[config.mk]
export PLATFORM = sky130hd
export DESIGN_NAME = encoder_dimmer_fade_queue_unit
export DESIGN_NICKNAME = d
export VERILOG_FILES = /design/src/rtl/efq_pkg.sv /design/src/rtl/encoder_dimmer_fade_queue_unit.sv /design/src/rtl/efq_regs.sv /design/src/rtl/efq_encoder.sv /design/src/rtl/efq_queue.sv
export SDC_FILE = /design/constraint.sdc
export NUM_CORES = 1
export LEC_CHECK = 0
export ABC_AREA = 1
export BUFFER_PORTS_ARGS = -buffer_cell sky130_fd_sc_hd__buf_2
export CAP_MARGIN = 5
export CORE_MARGIN = 4
export CORE_UTILIZATION = 45
export CTS_CLUSTER_DIAMETER = 30
export DETAILED_ROUTE_END_ITERATION = 10
export PLACE_DENSITY = 0.61
export REMOVE_ABC_BUFFERS = 1
export SLEW_MARGIN = 15
export SYNTH_ARGS = -nofsm -noshare
export SYNTH_HDL_FRONTEND = slang
export SYNTH_HIERARCHICAL = 1
export SYNTH_SLANG_ARGS = --single-unit
[constraint.sdc]
create_clock -name clk_i -period 7.4 [get_ports clk_i]
set_clock_uncertainty 0.1 [all_clocks]
set_input_delay 1.11 -clock clk_i [delete_from_list [all_inputs] [get_ports clk_i]]
set_output_delay 1.11 -clock clk_i [all_outputs]
set_load 0.005 [all_outputs]
[src/rtl/efq_pkg.sv]
// ----------------------------------------------------------------------------
// efq_pkg
// Shared types, constants and the encoder rank table of the dimmer block.
// ----------------------------------------------------------------------------
package efq_pkg;

  localparam int unsigned LevelW      = 5;
  localparam int unsigned ClickW      = 8;
  localparam int unsigned HystW       = 2;
  localparam int unsigned PinsW       = 3;
  localparam int unsigned QueuedW     = 4;
  localparam int unsigned ExtW        = 2;
  localparam int unsigned ApbAddrW    = 4;
  localparam int unsigned ApbDataW    = 32;
  localparam int unsigned InDataW     = 8;
  localparam int unsigned OutDataW    = 16;
  localparam int unsigned QueueDepthDef = 8;

  localparam logic [LevelW-1:0] MaxLevelRst   = 5'd31;
  localparam logic [ClickW-1:0] BurstClickRst = 8'd10;
  localparam logic [HystW-1:0]  HystTopRst    = 2'd3;
  localparam logic [HystW-1:0]  HystRst       = 2'd1;
  localparam logic [ClickW-1:0] ClickSat      = 8'd255;
  localparam logic [LevelW-1:0] DipDepth      = 5'd2;

  // wrap states of the encoder sequence
  localparam logic [PinsW-1:0] PinsWrapLo = 3'b001;
  localparam logic [PinsW-1:0] PinsWrapHi = 3'b101;

  // register indexes (word address)
  typedef enum logic [1:0] {
    REG_MAX_LEVEL = 2'd0,
    REG_BURST     = 2'd1,
    REG_HYST_TOP  = 2'd2
  } reg_idx_e;

  typedef struct packed {
    logic [LevelW-1:0] max_level;
    logic [ClickW-1:0] burst_clicks;
    logic [HystW-1:0]  hyst_top;
  } cfg_t;

  // queue command from the encoder logic for one transaction
  typedef struct packed {
    logic              push;
    logic              dip;
    logic [LevelW-1:0] lvl;
    logic              pop;
    logic              clear;
  } qcmd_t;

  // one queue memory entry: a level plus up to two dip levels behind it
  typedef struct packed {
    logic [LevelW-1:0] lvl;
    logic [ExtW-1:0]   ext;
    logic [LevelW-1:0] top;
  } qent_t;

  typedef struct packed {
    logic               apply;
    logic [LevelW-1:0]  level;
    logic [QueuedW-1:0] queued;
  } result_t;

  // gray-order rank of a pin state, state 7 ranks as 0
  function automatic logic [PinsW-1:0] rank_f(input logic [PinsW-1:0] s);
    logic [PinsW-1:0] r;
    case (s)
      3'd0:    r = 3'd0;
      3'd1:    r = 3'd1;
      3'd2:    r = 3'd3;
      3'd3:    r = 3'd2;
      3'd4:    r = 3'd6;
      3'd5:    r = 3'd7;
      3'd6:    r = 3'd5;
      default: r = 3'd0;
    endcase
    return r;
  endfunction

endpackage

[src/rtl/encoder_dimmer_fade_queue_unit.sv]
// ----------------------------------------------------------------------------
// encoder_dimmer_fade_queue_unit
// Rotary encoder dimmer with a queue of brightness levels.
// ----------------------------------------------------------------------------
// One transaction in gives one transaction out. A new input transaction is
// taken every clock while the output register is empty or being drained, so
// the block sustains one item per cycle; the result appears in the cycle after
// acceptance. Per item the encoder state updates on acceptance, and the queue
// head is held read ahead from the registered-read queue memory, with a
// write to the head entry forwarded, so ticks right after pushes pop at full
// rate. Input tuser is the op (1 = tick), tdata the pin sample; output tuser
// is apply, tdata carries level and queue fill.
module encoder_dimmer_fade_queue_unit #(
  parameter int unsigned QueueDepth = efq_pkg::QueueDepthDef
) (
  input  logic                            clk_i,
  input  logic                            rst_ni,
  input  logic                            s_axis_tvalid,
  output logic                            s_axis_tready,
  input  logic [efq_pkg::InDataW-1:0]     s_axis_tdata,   // [2:0] pins
  input  logic                            s_axis_tuser,   // [0] op
  output logic                            m_axis_tvalid,
  input  logic                            m_axis_tready,
  output logic [efq_pkg::OutDataW-1:0]    m_axis_tdata,   // [4:0] level, [8:5] queued
  output logic                            m_axis_tuser,   // [0] apply
  input  logic                            psel,
  input  logic                            penable,
  input  logic                            pwrite,
  input  logic [efq_pkg::ApbAddrW-1:0]    paddr,
  input  logic [efq_pkg::ApbDataW-1:0]    pwdata,
  output logic [efq_pkg::ApbDataW-1:0]    prdata,
  output logic                            pready
);

  efq_pkg::cfg_t    cfg;
  efq_pkg::qcmd_t   cmd;
  efq_pkg::result_t res;
  logic             accept;
  logic             m_valid_q, m_valid_d;
  efq_pkg::result_t m_res_q;

  assign s_axis_tready = !m_valid_q || m_axis_tready;
  assign accept        = s_axis_tvalid && s_axis_tready;

  efq_regs u_regs (
    .clk_i   (clk_i),
    .rst_ni  (rst_ni),
    .psel    (psel),
    .penable (penable),
    .pwrite  (pwrite),
    .paddr   (paddr),
    .pwdata  (pwdata),
    .prdata  (prdata),
    .pready  (pready),
    .cfg_o   (cfg)
  );

  efq_encoder u_encoder (
    .clk_i  (clk_i),
    .rst_ni (rst_ni),
    .en_i   (accept),
    .op_i   (s_axis_tuser),
    .pins_i (s_axis_tdata[efq_pkg::PinsW-1:0]),
    .cfg_i  (cfg),
    .cmd_o  (cmd)
  );

  efq_queue #(
    .QueueDepth (QueueDepth)
  ) u_queue (
    .clk_i       (clk_i),
    .rst_ni      (rst_ni),
    .en_i        (accept),
    .cmd_i       (cmd),
    .max_level_i (cfg.max_level),
    .res_o       (res)
  );

  assign m_valid_d = accept || (m_valid_q && !m_axis_tready);

  always_ff @(posedge clk_i or negedge rst_ni) begin
    if (!rst_ni) begin
      m_valid_q <= 1'b0;
    end else begin
      m_valid_q <= m_valid_d;
    end
  end

  always_ff @(posedge clk_i) begin
    if (accept) begin
      m_res_q <= res;
    end
  end

  assign m_axis_tvalid = m_valid_q;
  assign m_axis_tuser  = m_res_q.apply;
  assign m_axis_tdata  = efq_pkg::OutDataW'({m_res_q.queued, m_res_q.level});

endmodule

[src/rtl/efq_regs.sv]
// ----------------------------------------------------------------------------
// efq_regs
// Configuration registers behind an APB-style slave port.
// ----------------------------------------------------------------------------
module efq_regs (
  input  logic                            clk_i,
  input  logic                            rst_ni,
  input  logic                            psel,
  input  logic                            penable,
  input  logic                            pwrite,
  input  logic [efq_pkg::ApbAddrW-1:0]    paddr,
  input  logic [efq_pkg::ApbDataW-1:0]    pwdata,
  output logic [efq_pkg::ApbDataW-1:0]    prdata,
  output logic                            pready,
  output efq_pkg::cfg_t                   cfg_o
);

  efq_pkg::cfg_t cfg_q, cfg_d;
  logic          wr_en;
  logic [1:0]    idx;

  assign pready = 1'b1;
  assign wr_en  = psel & penable & pwrite;
  assign idx    = paddr[3:2];

  always_comb begin
    cfg_d = cfg_q;
    if (wr_en) begin
      case (idx)
        efq_pkg::REG_MAX_LEVEL: cfg_d.max_level    = pwdata[efq_pkg::LevelW-1:0];
        efq_pkg::REG_BURST:     cfg_d.burst_clicks = pwdata[efq_pkg::ClickW-1:0];
        efq_pkg::REG_HYST_TOP:  cfg_d.hyst_top     = pwdata[efq_pkg::HystW-1:0];
        default: ;
      endcase
    end
  end

  always_ff @(posedge clk_i or negedge rst_ni) begin
    if (!rst_ni) begin
      cfg_q.max_level    <= efq_pkg::MaxLevelRst;
      cfg_q.burst_clicks <= efq_pkg::BurstClickRst;
      cfg_q.hyst_top     <= efq_pkg::HystTopRst;
    end else begin
      cfg_q <= cfg_d;
    end
  end

  always_comb begin
    prdata = '0;
    case (idx)
      efq_pkg::REG_MAX_LEVEL: prdata = efq_pkg::ApbDataW'(cfg_q.max_level);
      efq_pkg::REG_BURST:     prdata = efq_pkg::ApbDataW'(cfg_q.burst_clicks);
      efq_pkg::REG_HYST_TOP:  prdata = efq_pkg::ApbDataW'(cfg_q.hyst_top);
      default:                prdata = '0;
    endcase
  end

  assign cfg_o = cfg_q;

endmodule

[src/rtl/efq_encoder.sv]
// ----------------------------------------------------------------------------
// efq_encoder
// Encoder direction decode, hysteresis, click counting and level stepping.
// ----------------------------------------------------------------------------
module efq_encoder (
  input  logic                         clk_i,
  input  logic                         rst_ni,
  input  logic                         en_i,
  input  logic                         op_i,
  input  logic [efq_pkg::PinsW-1:0]    pins_i,
  input  efq_pkg::cfg_t                cfg_i,
  output efq_pkg::qcmd_t               cmd_o
);

  logic [efq_pkg::PinsW-1:0]  last_pins_q, last_pins_d;
  logic [efq_pkg::HystW-1:0]  hyst_q, hyst_d;
  logic [efq_pkg::ClickW-1:0] click_q, click_d;
  logic [efq_pkg::LevelW-1:0] cur_q, cur_d;
  logic [efq_pkg::PinsW-1:0]  rank_new, rank_old;
  logic                       up;
  efq_pkg::qcmd_t             cmd;

  assign rank_new = efq_pkg::rank_f(pins_i);
  assign rank_old = efq_pkg::rank_f(last_pins_q);

  always_comb begin
    if (rank_new > rank_old) begin
      up = !(pins_i == efq_pkg::PinsWrapHi && last_pins_q == efq_pkg::PinsWrapLo);
    end else if (rank_new < rank_old) begin
      up = (pins_i == efq_pkg::PinsWrapLo && last_pins_q == efq_pkg::PinsWrapHi);
    end else begin
      up = 1'b1;
    end
  end

  always_comb begin
    last_pins_d = last_pins_q;
    hyst_d      = hyst_q;
    click_d     = click_q;
    cur_d       = cur_q;
    cmd         = '0;
    if (op_i) begin
      cmd.clear = (click_q > cfg_i.burst_clicks);
      cmd.pop   = !cmd.clear;
      click_d   = '0;
    end else if (pins_i != last_pins_q) begin
      last_pins_d = pins_i;
      if (up) begin
        if (click_q != efq_pkg::ClickSat) begin
          click_d = click_q + 1'b1;
        end
        if (hyst_q >= cfg_i.hyst_top) begin
          if (cur_q < cfg_i.max_level) begin
            cur_d = cur_q + 1'b1;
          end
          cmd.push = 1'b1;
          cmd.lvl  = cur_d;
          cmd.dip  = (cur_d == cfg_i.max_level);
        end else begin
          hyst_d = hyst_q + 1'b1;
        end
      end else begin
        click_d = '0;
        if (hyst_q == '0) begin
          if (cur_q != '0) begin
            cur_d = cur_q - 1'b1;
          end
          cmd.push = 1'b1;
          cmd.lvl  = cur_d;
        end else begin
          hyst_d = hyst_q - 1'b1;
        end
      end
    end
  end

  always_ff @(posedge clk_i or negedge rst_ni) begin
    if (!rst_ni) begin
      last_pins_q <= '0;
      hyst_q      <= efq_pkg::HystRst;
      click_q     <= '0;
      cur_q       <= '0;
    end else if (en_i) begin
      last_pins_q <= last_pins_d;
      hyst_q      <= hyst_d;
      click_q     <= click_d;
      cur_q       <= cur_d;
    end
  end

  assign cmd_o = cmd;

endmodule

[src/rtl/efq_queue.sv]
// ----------------------------------------------------------------------------
// efq_queue
// Level queue in a two-port synchronous memory. Each entry holds a level and
// up to two dip levels, so a step with its dip is a single write. The head
// entry is read ahead every cycle, with forwarding of a same-cycle write.
// ----------------------------------------------------------------------------
module efq_queue #(
  parameter int unsigned QueueDepth = efq_pkg::QueueDepthDef
) (
  input  logic                        clk_i,
  input  logic                        rst_ni,
  input  logic                        en_i,
  input  efq_pkg::qcmd_t              cmd_i,
  input  logic [efq_pkg::LevelW-1:0]  max_level_i,
  output efq_pkg::result_t            res_o
);

  localparam int unsigned PtrW  = $clog2(QueueDepth);
  localparam int unsigned FillW = $clog2(QueueDepth + 1);

  efq_pkg::qent_t mem [QueueDepth];

  logic [PtrW-1:0]          hp_q, hp_d, tp_q, tp_d;
  logic [efq_pkg::ExtW-1:0] sub_q, sub_d;
  logic [FillW-1:0]         fill_q, fill_d, room;
  efq_pkg::qent_t           rd_q, fwd_data_q, head_ent, wdata;
  logic                     fwd_q, fwd_d;
  logic [efq_pkg::ExtW-1:0] want, take;
  logic                     we, pop_ok;
  logic [efq_pkg::LevelW-1:0] dip_lo, pop_lvl;

  function automatic logic [PtrW-1:0] inc_f(input logic [PtrW-1:0] p);
    return (p == PtrW'(QueueDepth - 1)) ? '0 : p + 1'b1;
  endfunction

  assign head_ent = fwd_q ? fwd_data_q : rd_q;
  assign room     = FillW'(QueueDepth) - fill_q;
  assign want     = cmd_i.dip ? 2'd3 : 2'd1;
  assign take     = (room >= FillW'(want)) ? want : room[efq_pkg::ExtW-1:0];
  assign we       = en_i && cmd_i.push && (room != '0);
  assign pop_ok   = cmd_i.pop && (fill_q != '0);

  always_comb begin
    wdata.lvl = cmd_i.lvl;
    wdata.ext = take - 1'b1;
    wdata.top = max_level_i;
  end

  // level at the current position inside the head entry
  assign dip_lo = (head_ent.top >= efq_pkg::DipDepth) ?
                  head_ent.top - efq_pkg::DipDepth : '0;
  always_comb begin
    case (sub_q)
      2'd0:    pop_lvl = head_ent.lvl;
      2'd1:    pop_lvl = dip_lo;
      default: pop_lvl = head_ent.top;
    endcase
  end

  always_comb begin
    hp_d   = hp_q;
    tp_d   = tp_q;
    sub_d  = sub_q;
    fill_d = fill_q;
    if (en_i) begin
      if (cmd_i.clear) begin
        hp_d   = '0;
        tp_d   = '0;
        sub_d  = '0;
        fill_d = '0;
      end else if (pop_ok) begin
        fill_d = fill_q - 1'b1;
        if (sub_q == head_ent.ext) begin
          hp_d  = inc_f(hp_q);
          sub_d = '0;
        end else begin
          sub_d = sub_q + 1'b1;
        end
      end else if (we) begin
        tp_d   = inc_f(tp_q);
        fill_d = fill_q + FillW'(take);
      end
    end
  end

  assign fwd_d = we && (tp_q == hp_d);

  always_comb begin
    res_o.apply  = cmd_i.clear | pop_ok;
    res_o.level  = cmd_i.clear ? max_level_i : (pop_ok ? pop_lvl : '0);
    res_o.queued = efq_pkg::QueuedW'(fill_d);
  end

  always_ff @(posedge clk_i) begin
    if (we) begin
      mem[tp_q] <= wdata;
    end
  end

  always_ff @(posedge clk_i) begin
    rd_q       <= mem[hp_d];
    fwd_data_q <= wdata;
  end

  always_ff @(posedge clk_i or negedge rst_ni) begin
    if (!rst_ni) begin
      hp_q   <= '0;
      tp_q   <= '0;
      sub_q  <= '0;
      fill_q <= '0;
      fwd_q  <= 1'b0;
    end else begin
      hp_q   <= hp_d;
      tp_q   <= tp_d;
      sub_q  <= sub_d;
      fill_q <= fill_d;
      fwd_q  <= fwd_d;
    end
  end

  a_fill_bound: assert property (@(posedge clk_i) disable iff (!rst_ni)
    fill_q <= FillW'(QueueDepth))
    else $error("queue fill above depth");

  a_clear_empties: assert property (@(posedge clk_i) disable iff (!rst_ni)
    en_i && cmd_i.clear |=> fill_q == '0)
    else $error("queue not empty after clear");

  a_pop_count: assert property (@(posedge clk_i) disable iff (!rst_ni)
    en_i && pop_ok |=> fill_q == $past(fill_q) - 1'b1)
    else $error("pop did not take exactly one level");

  a_sub_in_entry: assert property (@(posedge clk_i) disable iff (!rst_ni)
    fill_q != '0 |-> sub_q <= head_ent.ext)
    else $error("head position beyond entry");

endmodule

==> impl_metrics.env <==
export IMPL_synth_warnings=6
export IMPL_dieArea_um2=24400
export IMPL_rows=53
export IMPL_synth_edff_count=106
export IMPL_drt_iter0_drc=540
export IMPL_synthMuxAreaShare_pct=0
export IMPL_start_util_pct=46.4
export IMPL_worstReg2RegEnd="u_queue/rd_q[4]"
export IMPL_worstPathRequired_ps=7610
export IMPL_hold_class="flip-flop to flip-flop"
export IMPL_synth_xor_area_share_pct=1.51
export IMPL_worst_slew_pin_slew_ps=1100
export IMPL_cap_violations=0
export IMPL_final_util_pct=50.4
export IMPL_wire_per_inst_um=14.6
export IMPL_post_cts_buffers=0
export IMPL_wl_met1_um=10200
export IMPL_vias=7328
export IMPL_fillers=2017
export IMPL_synth_compound_area_share_pct=4.14
export IMPL_yosys_area_share_simple_pct=28.9
export IMPL_arrival_ps=4510
export IMPL_syn_avg_cell_area_um2=8.44
export IMPL_cts_buffers=17
export IMPL_hold_depth=2
export IMPL_setup_tns_ps=0
export IMPL_grt_pass1_wl_um=35900
export IMPL_gr_total_overflow=0
export IMPL_synth_area_leaders="edfxtp_1 32%, nand2_1 12%, dfrtp_1 9.4%"
export IMPL_antenna_found_initial=0
export IMPL_startpoint="u_regs/cfg_o[3]"
export IMPL_min_to="u_regs/cfg_o[5]"
export IMPL_status="finished, final reports clean"
export IMPL_netlist_instances=1170
export IMPL_ys_ff_latch=177
export IMPL_htreeDepth=4
export IMPL_clk_latency_ps=430
export IMPL_fp_dieW_um=156
export IMPL_fin_nets=1287
export IMPL_period_needed_ps=4300
export IMPL_cts_tree="built"
export IMPL_die_h_um=156
export IMPL_core_area_um2=21300
export IMPL_hpwl_um=14900
export IMPL_power_density_nw_per_um2=366
export IMPL_slew_headroom_pct=25.8
export IMPL_synth_top_family_by_area="simple AND/OR/NAND/NOR gates"
export IMPL_path_max_fanout=49
export IMPL_clock_path_buffers=2
export IMPL_worstSetupStartpointType="flip-flop"
export IMPL_synth_top_area_share_pct=32.2
export IMPL_synthArstFlopShare_pct=26.6
export IMPL_yosysMostFrequentCell="nand2_1"
export IMPL_drt_first_pass_iters=5
export IMPL_wirelength_um=21800
export IMPL_vdd_ir_drop_max_mv=0.170
export IMPL_setup_viol=0
export IMPL_path_clk_slew_ps=70
export IMPL_yosys_most_used_dff="edfxtp_1"
export IMPL_whs_ps=377
export IMPL_drive_above_1_share_pct=13.5
export IMPL_criticalPathCategory="flip-flop to flip-flop"
export IMPL_max_freq_mhz=232
export IMPL_synth_top_cell_by_area="edfxtp_1"
export IMPL_ant_nets=0
export IMPL_ff2ff_path_depth=19
export IMPL_r2r_start="u_regs/cfg_o[3]"
export IMPL_cts_sinks=177
export IMPL_post_route_drc_count=0
export IMPL_port_buffer_count=40
export IMPL_maxSlewViolCount=0
export IMPL_ys_types=44
export IMPL_topRoutingLayerUsed="met4"
export IMPL_cts_resized=0
export IMPL_p_total_mw=3.93
export IMPL_end_kind="flip-flop"
export IMPL_total_leakage_power_nw=5.16
export IMPL_yosys_top_cells_count="320 x nand2_1, 175 x inv_1, 160 x nand3_1, 106 x edfxtp_1, 66 x nor2_1"
export IMPL_rsz0062_at_grt="false"
export IMPL_grtUsageTotal_pct=18.5
export IMPL_wl_met3_um=978
export IMPL_cts_root_buf="clkbuf_16"
export IMPL_io_pins=104
export IMPL_synthAdderAreaFrac_pct=4.01
export IMPL_yosysSeqAreaShare_pct=49.2
export IMPL_period_share_pct=58.1
export IMPL_wl_met2_um=10400
export IMPL_r2r_slack_ps=3100
export IMPL_grt_start_max_net_pins=50
export IMPL_antenna_cells=0
export IMPL_final_hold_viol_count=0
export IMPL_hp_start="u_regs/cfg_o[5]"
export IMPL_syn_area_um2=9870
export IMPL_grt_pass1_vias=6994
export IMPL_vias_per_cell=4.91
export IMPL_hold_buffers=0
export IMPL_area_delta_synth_final_pct=8.78
export IMPL_place_congestion=0.862
cells by family after synthesis:
family / after synthesis
simple gates: 618
other cells: 3
compound gates: 69
xor+xnor: 17
flops: 177
fa+ha+maj: 31
buf+inv: 255
layout by cell type (no fill, tap or decap), drive strengths merged, types with 2 or more instances in the layout:
| master | netlist | routed |
|---|---|---|
| dfxtp | 24 | 24 |
| or2 | 4 | 4 |
| inv | 187 | 192 |
| dfstp | 10 | 10 |
| dfrtp | 37 | 37 |
| o211ai | 3 | 3 |
| nand3b | 5 | 5 |
| conb | 3 | 32 |
| bufinv | 0 | 3 |
| clkbuf | 5 | 19 |
| buf | 61 | 52 |
| nand2 | 343 | 343 |
| nor2 | 76 | 76 |
| nor3 | 2 | 2 |
| nand3 | 169 | 169 |
| edfxtp | 106 | 106 |
| a21oi | 21 | 21 |
| nand4 | 17 | 17 |
| xnor2 | 7 | 7 |
| ha | 30 | 30 |
| clkinv | 2 | 6 |
| o21ai | 42 | 42 |
| xor2 | 10 | 10 |
how the worst max path moves through the flow:
stage | to | slack, ps | cells after the start
floorplan | u_queue/rd_q[0] | 2980 | 12
global placement | m_axis_tdata[8] | 2720 | 26
detailed placement | m_axis_tdata[8] | 2700 | 26
CTS | u_queue/rd_q[4] | 3030 | 19
global route | u_queue/rd_q[4] | 2670 | 19
finish | u_queue/rd_q[4] | 3100 | 19
flip-flops by register name, summed over array words and instances (netlist names):
| name | flops |
|---|---|
| m_axis_tdata | 9 |
| m_axis_tuser | 1 |
| m_axis_tvalid | 1 |
| u_encoder/click_q | 8 |
| u_encoder/cur_q | 5 |
| u_encoder/hyst_q | 2 |
| u_encoder/last_pins_q | 3 |
| u_queue/fill_q | 4 |
| u_queue/fwd_data_q | 12 |
| u_queue/fwd_q | 1 |
| u_queue/hp_q | 3 |
| u_queue/mem | 96 |
| u_queue/rd_q | 12 |
| u_queue/sub_q | 2 |
| u_queue/tp_q | 3 |
| u_regs/cfg_o | 15 |
cell type report:
type,count,area [um2],area share (%)
Multi-Input combinational cell,767,3940,36.6
Sequential cell,177,4850,45.2
Clock buffer,19,433,4.03
Timing Repair Buffer,52,290,2.70
Inverter,189,709,6.61
Tap cell,275,344,3.20
Clock inverter,13,175,1.63
layer usage:
layer  up-vias  GRT usage [%]
li1       3744              -
met4         0           4.75
met3        20           3.08
met1      3397           25.5
met5         -              0
met2       167           30.7
metrics by stage:
stage                     instance area, um2  std cells  setup WS (ps)
final                                  10700       1492           3100
after detailed placement               10100       1460           2700
after global placement                 10100       1460           2720
after floorplan                         9490       1133           2980
after CTS                              10700       1492           3030
after global routing                   10700       1492           2670
critical path: stages, from the launching register on:
cell and delay [ps]:
dfstp_2 550, inv_1 50, ha_1 300, a21oi_1 140, o21ai_0 90, nand2_1 60
o211ai_1 70, o21ai_0 150, and2_1 260, inv_1 90, a21oi_4 290, nand3_4 130
nand2_4 90, nand3_4 470, nand2_2 860, nand2_1 120, nand3_1 110, nand2_1 90
nand2_1 70, nand2_1 70
power by group:
group,switching [mW],internal (mW)
Combinational,1.06,0.499
Sequential,0.154,1.29
Clock,0.386,0.539
Total,1.60,2.33
No activity file was read; power rests on OpenSTA's default activity.
